===== src/ttrc_pkg.sv =====
// Package with the shared types, constants and modulo fold of the recurrence checksum unit.
package ttrc_pkg;

    localparam int unsigned BYTE_W  = 8;
    localparam int unsigned TERM_W  = 16;
    localparam int unsigned PROD_W  = 25;

    localparam logic [TERM_W-1:0] SEED_OFFSET = 16'd7;
    localparam logic [TERM_W-1:0] TERM_ONE    = 16'd1;
    localparam logic [BYTE_W-1:0] INDEX_ONE   = 8'd1;
    localparam logic [TERM_W:0]   FOLD_MOD    = 17'd65535;
    localparam logic [TERM_W:0]   FOLD_BASE   = 17'd65536;

    // One accepted message byte with its framing marks.
    typedef struct packed {
        logic [BYTE_W-1:0] data_byte;
        logic              first_byte;
        logic              last_byte;
    } t_item;

    // Reduces a 25-bit value modulo 65535 by adding the high and low halves.
    function automatic logic [TERM_W-1:0] fold_mod(input logic [PROD_W-1:0] x);
        logic [TERM_W:0] s;
        s = {8'd0, x[PROD_W-1:TERM_W]} + {1'b0, x[TERM_W-1:0]};
        if (s >= FOLD_MOD) begin
            s = s - FOLD_MOD;
        end
        return s[TERM_W-1:0];
    endfunction

endpackage


===== src/ttrc_in_reg.sv =====
// Input register stage that holds one accepted byte until the core takes it.
module ttrc_in_reg (
    input  logic           i_clk,
    input  logic           i_rst_n,
    input  logic           i_valid,
    output logic           o_ready,
    input  ttrc_pkg::t_item i_item,
    input  logic           i_take,
    output logic           o_valid,
    output ttrc_pkg::t_item o_item
);

    logic            r_valid;
    ttrc_pkg::t_item r_item;

    // The slot is free when empty or when its byte leaves in this cycle.
    assign o_ready = !r_valid || i_take;

    always_ff @(posedge i_clk) begin
        if (!i_rst_n) begin
            r_valid <= 1'b0;
        end else if (o_ready) begin
            r_valid <= i_valid;
        end
    end

    always_ff @(posedge i_clk) begin
        if (o_ready && i_valid) begin
            r_item <= i_item;
        end
    end

    assign o_valid = r_valid;
    assign o_item  = r_item;

endmodule


===== src/ttrc_core.sv =====
// Recurrence state registers and the combinational next-term logic.
module ttrc_core (
    input  logic                           i_clk,
    input  logic                           i_rst_n,
    input  logic                           i_advance,
    input  ttrc_pkg::t_item                i_item,
    output logic [ttrc_pkg::TERM_W-1:0]    o_term_next
);

    logic [ttrc_pkg::TERM_W-1:0] r_term_prev, n_term_prev;
    logic [ttrc_pkg::TERM_W-1:0] r_term_curr, n_term_curr;
    logic [ttrc_pkg::BYTE_W-1:0] r_byte_index, n_byte_index;

    logic [ttrc_pkg::BYTE_W-1:0] alpha;
    logic [ttrc_pkg::BYTE_W-1:0] beta;
    logic [ttrc_pkg::BYTE_W:0]   factor;
    logic [ttrc_pkg::PROD_W-1:0] prod_a;
    logic [ttrc_pkg::PROD_W-1:0] prod_b;
    logic                        a_ge_b;
    logic [ttrc_pkg::PROD_W-1:0] mag;
    logic [ttrc_pkg::TERM_W-1:0] mag_mod;
    logic [ttrc_pkg::TERM_W:0]   wrap;
    logic [ttrc_pkg::TERM_W-1:0] term_new;

    // 17*i and 31*i modulo 256 as shift-and-add on the 8-bit index.
    assign alpha  = r_byte_index + {r_byte_index[3:0], 4'd0};
    assign beta   = {r_byte_index[2:0], 5'd0} - r_byte_index;
    assign factor = {1'b0, i_item.data_byte} + {1'b0, alpha};
    assign prod_a = factor * r_term_curr;
    assign prod_b = {{(ttrc_pkg::PROD_W-ttrc_pkg::BYTE_W){1'b0}}, beta}
                  * {{(ttrc_pkg::PROD_W-ttrc_pkg::TERM_W){1'b0}}, r_term_prev};
    assign a_ge_b = prod_a >= prod_b;
    assign mag    = a_ge_b ? (prod_a - prod_b) : (prod_b - prod_a);
    assign mag_mod = ttrc_pkg::fold_mod(mag);

    // When the difference is negative the result is (1 - |A-B|) mod 65535.
    always_comb begin
        wrap = ttrc_pkg::FOLD_BASE - {1'b0, mag_mod};
        if (wrap >= ttrc_pkg::FOLD_MOD) begin
            wrap = wrap - ttrc_pkg::FOLD_MOD;
        end
        term_new = a_ge_b ? mag_mod : wrap[ttrc_pkg::TERM_W-1:0];
    end

    always_comb begin
        if (i_item.first_byte) begin
            n_term_prev  = ttrc_pkg::TERM_ONE;
            n_term_curr  = {8'd0, i_item.data_byte} + ttrc_pkg::SEED_OFFSET;
            n_byte_index = ttrc_pkg::INDEX_ONE;
        end else begin
            n_term_prev  = r_term_curr;
            n_term_curr  = term_new;
            n_byte_index = r_byte_index + ttrc_pkg::INDEX_ONE;
        end
    end

    always_ff @(posedge i_clk) begin
        if (!i_rst_n) begin
            r_term_prev  <= ttrc_pkg::TERM_ONE;
            r_term_curr  <= ttrc_pkg::TERM_ONE;
            r_byte_index <= '0;
        end else if (i_advance) begin
            r_term_prev  <= n_term_prev;
            r_term_curr  <= n_term_curr;
            r_byte_index <= n_byte_index;
        end
    end

    assign o_term_next = n_term_curr;

endmodule


===== src/ttrc_out_reg.sv =====
// Result register that holds a checksum until the downstream side takes it.
module ttrc_out_reg (
    input  logic                        i_clk,
    input  logic                        i_rst_n,
    input  logic                        i_load,
    input  logic [ttrc_pkg::TERM_W-1:0] i_checksum,
    input  logic                        i_ready,
    output logic                        o_free,
    output logic                        o_valid,
    output logic [ttrc_pkg::TERM_W-1:0] o_checksum
);

    logic                        r_valid;
    logic [ttrc_pkg::TERM_W-1:0] r_checksum;

    assign o_free = !r_valid || i_ready;

    always_ff @(posedge i_clk) begin
        if (!i_rst_n) begin
            r_valid <= 1'b0;
        end else if (i_load) begin
            r_valid <= 1'b1;
        end else if (i_ready) begin
            r_valid <= 1'b0;
        end
    end

    always_ff @(posedge i_clk) begin
        if (i_load) begin
            r_checksum <= i_checksum;
        end
    end

    assign o_valid    = r_valid;
    assign o_checksum = r_checksum;

endmodule


===== src/three_term_recurrence_checksum_unit.sv =====
// Top level of the three-term recurrence checksum unit.
//
// This unit takes one message byte per transfer on the slave side and, for every byte marked
// with tlast, returns the 16-bit checksum of the message as one transfer on the master side.
// A byte with tuser set starts a new message: the previous term becomes 1, the current term
// becomes byte+7 and the byte index becomes 1. Every later byte at index i forms
// A = (byte + 17i mod 256) * current and B = (31i mod 256) * previous, and the new term is
// (A-B) mod 65535, or (A-B+1) mod 65535 taken non-negative when A is below B. Bytes sent
// before any start mark, or after a last byte without a new start mark, simply continue the
// recurrence from the state left behind. A byte passes through an input register and then
// through the combinational next-term logic (two small multipliers and a fold modulo 65535)
// that updates the state registers, so the unit takes one byte in every clock cycle unless it
// stalls. A checksum is loaded into the result register as its last byte leaves the input
// register, and is offered on the master side from that register. The unit stalls
// only when a checksum is waiting in the result register, the master side holds tready low,
// and the byte held in the input register is itself a last byte.
module three_term_recurrence_checksum_unit (
    input  logic        i_clk,
    input  logic        i_rst_n,
    // Slave side: message bytes.
    input  logic        s_tvalid,
    output logic        s_tready,
    input  logic [7:0]  s_tdata,   // [7:0] data_byte
    input  logic        s_tuser,   // [0] first_byte
    input  logic        s_tlast,   // last_byte
    // Master side: checksums.
    output logic        m_tvalid,
    input  logic        m_tready,
    output logic [15:0] m_tdata    // [15:0] checksum
);

    ttrc_pkg::t_item             in_item;
    ttrc_pkg::t_item             core_item;
    logic                        core_valid;
    logic                        out_free;
    logic                        advance;
    logic                        load_result;
    logic [ttrc_pkg::TERM_W-1:0] term_next;

    assign in_item.data_byte  = s_tdata;
    assign in_item.first_byte = s_tuser;
    assign in_item.last_byte  = s_tlast;

    // A byte leaves the input register for the core unless it would produce a checksum
    // while the result register still holds one that the master side does not take.
    assign advance     = core_valid && (!core_item.last_byte || out_free);
    assign load_result = advance && core_item.last_byte;

    ttrc_in_reg u_in_reg (
        .i_clk   (i_clk),
        .i_rst_n (i_rst_n),
        .i_valid (s_tvalid),
        .o_ready (s_tready),
        .i_item  (in_item),
        .i_take  (advance),
        .o_valid (core_valid),
        .o_item  (core_item)
    );

    ttrc_core u_core (
        .i_clk       (i_clk),
        .i_rst_n     (i_rst_n),
        .i_advance   (advance),
        .i_item      (core_item),
        .o_term_next (term_next)
    );

    ttrc_out_reg u_out_reg (
        .i_clk      (i_clk),
        .i_rst_n    (i_rst_n),
        .i_load     (load_result),
        .i_checksum (term_next),
        .i_ready    (m_tready),
        .o_free     (out_free),
        .o_valid    (m_tvalid),
        .o_checksum (m_tdata)
    );

endmodule


===== config.mk =====
export PLATFORM = sky130hd
export DESIGN_NAME = three_term_recurrence_checksum_unit
export DESIGN_NICKNAME = d
export VERILOG_FILES = /design/src/ttrc_pkg.sv /design/src/ttrc_in_reg.sv /design/src/ttrc_core.sv /design/src/ttrc_out_reg.sv /design/src/three_term_recurrence_checksum_unit.sv
export SDC_FILE = /design/constraint.sdc
export NUM_CORES = 1
export LEC_CHECK = 0
export BUFFER_PORTS_ARGS = -buffer_cell sky130_fd_sc_hd__buf_2
export CORE_ASPECT_RATIO = 1.5
export CORE_MARGIN = 5
export CORE_UTILIZATION = 48
export DETAILED_ROUTE_END_ITERATION = 10
export MAX_ROUTING_LAYER = met4
export PLACE_DENSITY = 0.67
export SYNTH_ARGS = -nofsm -noshare
export SYNTH_HDL_FRONTEND = slang
export SYNTH_SLANG_ARGS = --single-unit
export TNS_END_PERCENT = 50

===== constraint.sdc =====
create_clock -name i_clk -period 19.6 [get_ports i_clk]
set_clock_uncertainty 0.15 [all_clocks]
set_input_delay 1.96 -clock i_clk [delete_from_list [all_inputs] [get_ports i_clk]]
set_output_delay 1.96 -clock i_clk [all_outputs]
set_load 0.05 [all_outputs]

==> metrics.md, run 1 <==
| Metric | Value |
|---|---|
| Max Used Layer | met4 |
| Row Count | 83 |
| WL per Instance | 20.1 um |
| Post-synth EDFFs | 26 |
| Root buf cell | clkbuf_16 |
| GRT overflow | 0 |
| Post-synth top flop | dfxtp_1 |
| Cts repair resizes | 0 |
| Avg Vias per Cell | 5.90 |
| Worst-path maximum fanout | 23 |
| CTS Sinks | 68 |
| Max incr delay on CP | 730 ps |
| Final hold vios | 0 |
| Netlist Area Pre-Place | 0.0165 mm^2 |
| Worst path bufs/invs | 4 |
| Yosys reg bits | 68 |
| Die area | 0.0383 mm^2 |
| Element type at the critical path start | register |
| Fin crit share | 87.5% |
| Met3 routed WL | 1.85 mm |
| Antenna violations before repair | 0 |
| Post-CTS setup buffers | 0 |
| Hold Path Cell Cnt | 2 |
| Slowest cell on crit path | or4_1 |
| Unique masters post-synth | 83 |
| Placer Congestion | 1.04 |
| Die Height | 237 um |
| Outcome | completed |
| FFs w/ async S/R, synth | 0% |
| Max Buffers Root-to-Sink | 2 |
| Final WS setup | 2450 ps |
| Met2 wire length | 26.3 mm |
| Setup_tns | 0 ps |
| Worst-Skew Late Latency | 360 ps |
| Reg2Reg Depth | 62 |
| DR vias | 14563 |
| Critical path class | reg -> reg |
| H-tree levels | 3 |
| Area delta synth->final | 4.40% |
| First-pass detailed-route iteration total | 7 |
| Crit path top cell by count | a21oi_1 |
| RSZ-0062 raised after global routing | no |
| Critical path's top delay family | compound AO/OA/AOI/OAI gates |
| Worst slew pin tran | 1160 ps |
| Residual DRC | 0 |
| Die X | 161 um |
| Layout cells sized above 1 | 5.14% |
| # setup viols final | 0 |
| WL met1 | 18.5 mm |
| Largest net degree at the start of global routing | 34 |
| Critical Path RT | 19550 ps |
| Syn avg cell area | 7.94 um^2 |
| Post-Syn Nets | 2448 |
| Max Cap Viol | 0 |
| GRT Overall Usage | 26.8% |
| Seq/Total Area, Yosys | 9.82% |
| Worst slew margin relative to its limit | 22.6% |
| Crit path time final | 17150 ps |
| Global-route wire length before repair | 79.3 mm |
| Vias in the first global route | 14990 |
| Final ANT Viol Nets | 0 |
| Max Clk Rate | 0.0583 GHz |
| Worst hold path type | reg -> reg |
| Core footprint | 0.0342 mm^2 |
| Synth Instances | 2080 |
| Most common cell after layout, fill and taps aside | inv_1 |
| Reg area | 0.00162 mm^2 |
| CP arrival | 17100 ps |
| Clk slew on worst S/H paths | 60 ps |
| IO Count | 32 |
| # port buffers | 31 |
| YS warnings | 0 |
| Final WL | 49.7 mm |
| Most frequent cells in the layout | 309 x inv_1, 251 x nand2_1, 188 x fa_1, 166 x ha_1, 151 x and2_1 |
| Footprint of the multi-input gates | 0.0133 mm^2 |
| Place WS | 2700 ps |
| Fin nets | 2406 |
| Final HPWL DP | 40.7 mm |
| CTS tree | yes |
| CTS Buf Count | 9 |
| Initial Util | 48.4% |
| CP Depth | 62 |
| Number of fill cells | 3345 |
| Crit path capture type | register |
| Drt initial violations | 773 |
| Hold Buf Count CTS | 0 |
| Fin. max-slew vios | 0 |
[worst reg2reg max path: cells and delay by family, from the launching register on]
| family | cells | cell delay, ps |
|---|---|---|
| flip-flops | 1 | 470 |
| multiplexers | 1 | 420 |
| AND/OR/NAND/NOR | 14 | 3640 |
| adder cells (fa/ha/maj) | 10 | 4250 |
| buffers and inverters | 4 | 620 |
| AO/OA/AOI/OAI | 30 | 6410 |
| XOR/XNOR | 3 | 920 |
[per-layer routing]
metal	vias to the layer above	GRT usage, %
met5	-	-
met4	0	14.6
met3	170	2.43
met2	458	48.7
met1	7182	28.4
li1	6753	-
[Yosys cell counts, drive strengths merged (26+ instances only)]
cell type  number  area share (%)
nor3           28            0.85
clkbuf         73             1.7
dfxtp          42             5.1
fa            188              23
xor2           45             2.4
ha            166              13
o21bai         30             1.4
nor2           87             2.0
a21o           45             2.0
nand3          37             1.2
xnor2          83             4.4
buf            31            0.94
and2          153             5.8
nand2         251             5.7
inv           309             7.0
edfxtp         26             4.7
o21ai          64             2.0
a21oi         139             4.3
[cell families after synthesis]
group	share of synthesized area, %
AO/OA/AOI/OAI	16.8
buffers and inverters	9.62
adder cells (fa/ha/maj)	35.4
flip-flops	9.82
XOR/XNOR	6.83
multiplexers	1.12
AND/OR/NAND/NOR	20.5
[registers in the layout, indices dropped and copies added, names as in the netlist]
signal and count:
u_core.r_byte_index 8, u_core.r_term_curr 16, u_core.r_term_prev 16, u_in_reg.o_item 10, u_in_reg.o_valid 1, u_out_reg.o_checksum 16
u_out_reg.o_valid 1
[final timing paths]
path | slack [ps] | endpoint | start
hold reg to reg | 390 | u_in_reg.o_valid$_SDFFE_PN0N_ | u_in_reg.o_valid$_SDFFE_PN0N_
hold / removal | 390 | u_in_reg.o_valid$_SDFFE_PN0N_ | u_in_reg.o_valid$_SDFFE_PN0N_
setup / recovery | 2450 | u_out_reg.o_checksum[14]$_DFFE_PP_ | u_core.r_byte_index[0]$_SDFFE_PN0P_
setup reg to reg | 2450 | u_out_reg.o_checksum[14]$_DFFE_PP_ | u_core.r_byte_index[0]$_SDFFE_PN0P_
[area by class of cell]
| type | instances | area share [%] |
|---|---|---|
| Clock buffer | 9 | 1.31 |
| Antenna cell | 1 | 0.0145 |
| Timing Repair Buffer | 51 | 1.77 |
| Multi-Input combinational cell | 1599 | 77.2 |
| Sequential cell | 68 | 9.40 |
| Inverter | 309 | 6.73 |
| Clock inverter | 7 | 0.486 |
| Tap cell | 425 | 3.08 |
[per-stage QoR]
step	instances	hold slack, ps	cell area (um^2)	utilization [%]
floorplan	2080	300	16500	-
global placement	2452	377	16900	49.6
detailed placement	2452	378	16900	49.6
CTS	2468	388	17200	50.5
global route	2468	432	17200	50.5
finish	2469	389	17200	50.5
Power of run 1 is not shown: default switching activity piles up to over one toggle a cycle in this logic, so the estimate is an artifact.
==> inputs of run 2 (changes only) <==
--- a/config.mk
+++ b/config.mk
@@ -6,7 +6,7 @@
 export NUM_CORES = 1
 export LEC_CHECK = 0
 export BUFFER_PORTS_ARGS = -buffer_cell sky130_fd_sc_hd__buf_2
-export CORE_ASPECT_RATIO = 1.5
+export CORE_ASPECT_RATIO = 0.6
 export CORE_MARGIN = 5
 export CORE_UTILIZATION = 48
 export DETAILED_ROUTE_END_ITERATION = 10
==> run 2 against run 1 <==
Net effect:
- global-route usage fell by 1.1 points
- critical path depth down 5
- cell count is 1.5% higher
- first-iteration DRC count grew 74%
- via count shrank 0.71%
- die area rose by 0.12%
==> metrics.md, run 2 (synthesis gave the netlist of run 1 again) <==
| Metric | Value |
|---|---|
| Die Height | 154 um |
| First-pass detailed-route iteration total | 5 |
| Slowest cell on crit path | a21oi_1 |
| Hold Buf Count CTS | 0 |
| Crit path time final | 17360 ps |
| Clk slew on worst S/H paths | 80 ps |
| Cts repair resizes | 0 |
| Global-route wire length before repair | 77.5 mm |
| Row Count | 52 |
| CTS Sinks | 68 |
| Fin nets | 2409 |
| H-tree levels | 3 |
| Crit path top cell by count | a21oi_1 |
| Critical path class | reg -> reg |
| Worst path bufs/invs | 4 |
| Outcome | completed |
| Core footprint | 0.0338 mm^2 |
| DR vias | 14460 |
| Most common cell after layout, fill and taps aside | inv_1 |
| Critical R2R Capture | u_out_reg.o_checksum[2]$_DFFE_PP_ |
| CTS tree | yes |
| FF-to-FF Start | u_core.r_byte_index[0]$_SDFFE_PN0P_ |
| Layout cells sized above 1 | 5.33% |
| Final HPWL DP | 40.2 mm |
| Number of fill cells | 3301 |
| GRT overflow | 0 |
| Placer Congestion | 1.03 |
| CP arrival | 17280 ps |
| Flop2flop setup slack | 2240 ps |
| CP Depth | 57 |
| Vias in the first global route | 13968 |
| Fin. max-slew vios | 0 |
| Drt initial violations | 1346 |
| Hold Path Cell Cnt | 2 |
| Root buf cell | clkbuf_16 |
| Max incr delay on CP | 580 ps |
| Worst-Skew Late Latency | 360 ps |
| Max Buffers Root-to-Sink | 2 |
| RSZ-0062 raised after global routing | no |
| Worst slew margin relative to its limit | 24.3% |
| Initial Util | 48.8% |
| Avg Vias per Cell | 5.77 |
| Max Cap Viol | 0 |
| Final WL | 48.8 mm |
| Most frequent cells in the layout | 309 x inv_1, 251 x nand2_1, 188 x fa_1, 166 x ha_1, 151 x and2_1 |
| Final hold vios | 0 |
| # port buffers | 31 |
| Critical path's top delay family | compound AO/OA/AOI/OAI gates |
| WL per Instance | 19.5 um |
| Area delta synth->final | 4.77% |
| Die X | 250 um |
| Crit path capture type | register |
| Max Clk Rate | 0.0576 GHz |
| Critical Path RT | 19530 ps |
| Fin crit share | 88.6% |
| IO Count | 32 |
| Antenna violations before repair | 0 |
| # setup viols final | 0 |
| Die area | 0.0383 mm^2 |
| Post-CTS setup buffers | 0 |
| Hold Path Origin | u_core.r_byte_index[7]$_SDFFE_PN0P_ |
| Element type at the critical path start | register |
| GRT Overall Usage | 25.6% |
| Worst-path maximum fanout | 24 |
| Worst hold path type | reg -> reg |
| Reg2Reg Depth | 57 |
| Final ANT Viol Nets | 0 |
| Residual DRC | 0 |
| Hold path endpoint | u_core.r_byte_index[7]$_SDFFE_PN0P_ |
| # diodes | 0 |
| CTS Buf Count | 9 |
| Largest net degree at the start of global routing | 41 |
| Worst slew pin tran | 1130 ps |
| Setup_tns | 0 ps |
run 2: tightest hold or removal path: cells and delay by family, from the launching register on:
family | cells | cell delay [ps]
flops | 1 | 390
simple gates | 1 | 70
xor+xnor | 1 | 90
run 2: per-stage QoR:
stage	utilization, %	worst slack, ps	hold WS, ps	cell area (um^2)	std cells
after floorplan	-	4940	300	16500	2080
after global placement	50.3	3080	389	17000	2489
after detailed placement	50.3	2670	411	17000	2489
after CTS	51.2	2590	424	17300	2505
after global routing	51.2	1220	460	17300	2505
final	51.2	2240	422	17300	2505
run 2: worst max path at each step:
stage               slack, ps                                  to                                 from
finish                   2240   u_out_reg.o_checksum[2]$_DFFE_PP_  u_core.r_byte_index[0]$_SDFFE_PN0P_
global placement         3080   u_out_reg.o_checksum[2]$_DFFE_PP_  u_core.r_byte_index[0]$_SDFFE_PN0P_
global route             1220   u_out_reg.o_checksum[7]$_DFFE_PP_  u_core.r_byte_index[0]$_SDFFE_PN0P_
floorplan                4940  u_out_reg.o_checksum[14]$_DFFE_PP_  u_core.r_byte_index[0]$_SDFFE_PN0P_
detailed placement       2670   u_out_reg.o_checksum[2]$_DFFE_PP_  u_core.r_byte_index[0]$_SDFFE_PN0P_
CTS                      2590   u_out_reg.o_checksum[2]$_DFFE_PP_  u_core.r_byte_index[0]$_SDFFE_PN0P_
run 2: area by class of cell:
class / count / area [um^2] / area share, %
multi-input cells: 1599 / 13300 / 77.0
clock inverters: 6 / 63.8 / 0.369
flip-flops and latches: 68 / 1620 / 9.37
inverters: 309 / 1160 / 6.70
well taps: 459 / 574 / 3.32
clock buffers: 10 / 229 / 1.32
repair buffers: 54 / 328 / 1.89
run 2: metal layers:
| metal | wire (um) | part of all wire (%) | track usage, % |
|---|---|---|---|
| met5 | 0 | 0 | - |
| met4 | 503 | 1.0 | 3.52 |
| met2 | 19100 | 39 | 34.2 |
| met3 | 5520 | 11 | 7.12 |
| met1 | 23600 | 48 | 39.1 |
Power of run 2 is left out for the same reason.
==> inputs of run 3 (changes only) <==
--- a/config.mk
+++ b/config.mk
@@ -9,6 +9,7 @@
 export CORE_ASPECT_RATIO = 0.6
 export CORE_MARGIN = 5
 export CORE_UTILIZATION = 48
+export CTS_CLUSTER_DIAMETER = 30
 export DETAILED_ROUTE_END_ITERATION = 10
 export MAX_ROUTING_LAYER = met4
 export PLACE_DENSITY = 0.67
==> constraint.sdc (replaced) <==
create_clock -name i_clk -period 17 [get_ports i_clk]
set_clock_uncertainty 0.15 [all_clocks]
set_input_delay 1.7 -clock i_clk [delete_from_list [all_inputs] [get_ports i_clk]]
set_output_delay 1.7 -clock i_clk [all_outputs]
set_load 0.05 [all_outputs]
==> run 3 against run 2 <==
Net effect:
- non-clock buffer count up 13
- fmax up 8.8%
- final area up 0.50%
- first-iteration DRC count down 0.59%
- cell count up 0.52%
- worst setup slack worse by 1200 ps
- largest cell class unchanged
- clock-buffer cell count down 1
- global-route usage about the same
- critical path depth up 4
- flip-flop and latch count unchanged
- core utilization up 0.26 points
==> metrics.md, run 3 (synthesis gave the netlist of run 1 again) <==
| Metric | Value |
|---|---|
| CTS Sinks | 68 |
| Max Clk Rate | 0.0627 GHz |
| Critical R2R Capture | u_out_reg.o_checksum[14]$_DFFE_PP_ |
| Most frequent cells in the layout | 309 x inv_1, 251 x nand2_1, 188 x fa_1, 166 x ha_1, 151 x and2_1 |
| DR vias | 14441 |
| GRT overflow | 0 |
| Reg area | 0.00162 mm^2 |
| Core footprint | 0.0338 mm^2 |
| Crit path top cell by count | a21oi_1 |
| Row Count | 52 |
| Slowest cell on crit path | or4_1 |
| Worst hold path type | reg -> reg |
| Hold Buf Count CTS | 0 |
| Reg2Reg Depth | 61 |
| Setup_tns | 0 ps |
| IO Count | 32 |
| Residual DRC | 0 |
| Fin crit share | 93.9% |
| First-pass detailed-route iteration total | 7 |
| FF-to-FF Start | u_core.r_byte_index[1]$_SDFFE_PN0P_ |
| Final WL | 48.0 mm |
| Area delta synth->final | 5.29% |
| WL met1 | 24.0 mm |
| Number of fill cells | 3233 |
| Root buf cell | clkbuf_16 |
| # port buffers | 31 |
| # setup viols final | 0 |
| Max Cap Viol | 0 |
| Fin. max-slew vios | 0 |
| Flop2flop setup slack | 1040 ps |
| Max Buffers Root-to-Sink | 2 |
| CP arrival | 15890 ps |
| Worst-Skew Late Latency | 350 ps |
| Layout cells sized above 1 | 5.88% |
| Crit path time final | 15960 ps |
| Critical path class | reg -> reg |
| Die area | 0.0383 mm^2 |
| Clk slew on worst S/H paths | 60 ps |
| Global-route wire length before repair | 77.7 mm |
| Worst-path maximum fanout | 16 |
| Met2 wire length | 19.0 mm |
| H-tree levels | 3 |
| Final hold vios | 0 |
| Die X | 250 um |
| # diodes | 0 |
| Initial Util | 48.8% |
| Fin nets | 2422 |
| Outcome | completed |
| Crit path capture type | register |
| Critical Path RT | 16940 ps |
| Most common cell after layout, fill and taps aside | inv_1 |
| Max Used Layer | met4 |
| Footprint of the multi-input gates | 0.0133 mm^2 |
| CTS Buf Count | 9 |
| Antenna violations before repair | 0 |
| RSZ-0062 raised after global routing | no |
| Die Height | 154 um |
| Worst slew pin tran | 1120 ps |
| Max incr delay on CP | 720 ps |
| Hold Path Origin | u_core.r_byte_index[0]$_SDFFE_PN0P_ |
| WL per Instance | 19.0 um |
| GRT Overall Usage | 25.6% |
| Hold path endpoint | u_core.r_byte_index[0]$_SDFFE_PN0P_ |
| Final ANT Viol Nets | 0 |
| Element type at the critical path start | register |
| Vias in the first global route | 13992 |
| CTS tree | yes |
| Worst slew margin relative to its limit | 25.3% |
| Met3 routed WL | 4.60 mm |
| Avg Vias per Cell | 5.74 |
| Placer Congestion | 1.01 |
| Final HPWL DP | 39.8 mm |
| Hold Path Cell Cnt | 2 |
| Drt initial violations | 1338 |
| Largest net degree at the start of global routing | 35 |
run 3: cell types whose count changed in the layout (fill, tap and decap cells not counted), sizes merged:
| cell | delta |
|---|---|
| buf | +13 |
| clkbuf | -1 |
| clkinv | +1 |
run 3: metal layers:
layer | vias up | track usage (%)
met5 | - | -
met3 | 28 | 5.99
met4 | 0 | 3.26
met2 | 562 | 34.5
li1 | 6777 | -
met1 | 7074 | 39.8
run 3: area by class of cell:
class	instances	share of cell area, %
Clock buffer	9	1.29
Timing Repair Buffer	67	2.45
Multi-Input combinational cell	1599	76.6
Inverter	309	6.67
Clock inverter	7	0.381
Tap cell	459	3.30
Sequential cell	68	9.32
run 3: how the worst max path moves through the flow:
stage	end	startpoint
after floorplan	u_out_reg.o_checksum[14]$_DFFE_PP_	u_core.r_byte_index[0]$_SDFFE_PN0P_
after global placement	u_out_reg.o_checksum[14]$_DFFE_PP_	u_core.r_byte_index[4]$_SDFFE_PN0P_
after detailed placement	u_out_reg.o_checksum[14]$_DFFE_PP_	u_core.r_byte_index[1]$_SDFFE_PN0P_
after CTS	u_out_reg.o_checksum[14]$_DFFE_PP_	u_core.r_byte_index[4]$_SDFFE_PN0P_
after global routing	u_out_reg.o_checksum[6]$_DFFE_PP_	u_core.r_byte_index[1]$_SDFFE_PN0P_
final	u_out_reg.o_checksum[14]$_DFFE_PP_	u_core.r_byte_index[1]$_SDFFE_PN0P_
run 3: repair_timing:
item / CTS / global route
setup buffers: 0 / 1
setup endpoints to repair: 0 / 32
resized for setup: 0 / 4
run 3: metrics by stage:
step	setup WS [ps]	instances	utilization (%)	cell area [um^2]	hold slack, ps
5_1_grt	4.41	2518	51.4	17400	477
6_report	1040	2518	51.4	17400	433
2_1_floorplan	2340	2080	-	16500	300
4_1_cts	926	2517	51.4	17400	418
3_3_place_gp	1380	2501	50.5	17100	388
3_5_place_dp	969	2501	50.5	17100	404
run 3: critical path, delay by kind of cell (launching register included):
family / cells / cell delay, ps
AO/OA/AOI/OAI: 31 / 6330
adder cells (fa/ha/maj): 10 / 4290
AND/OR/NAND/NOR: 11 / 2530
XOR/XNOR: 3 / 690
buffers and inverters: 5 / 650
flip-flops: 1 / 520
multiplexers: 1 / 500
Power of run 3 is left out for the same reason.
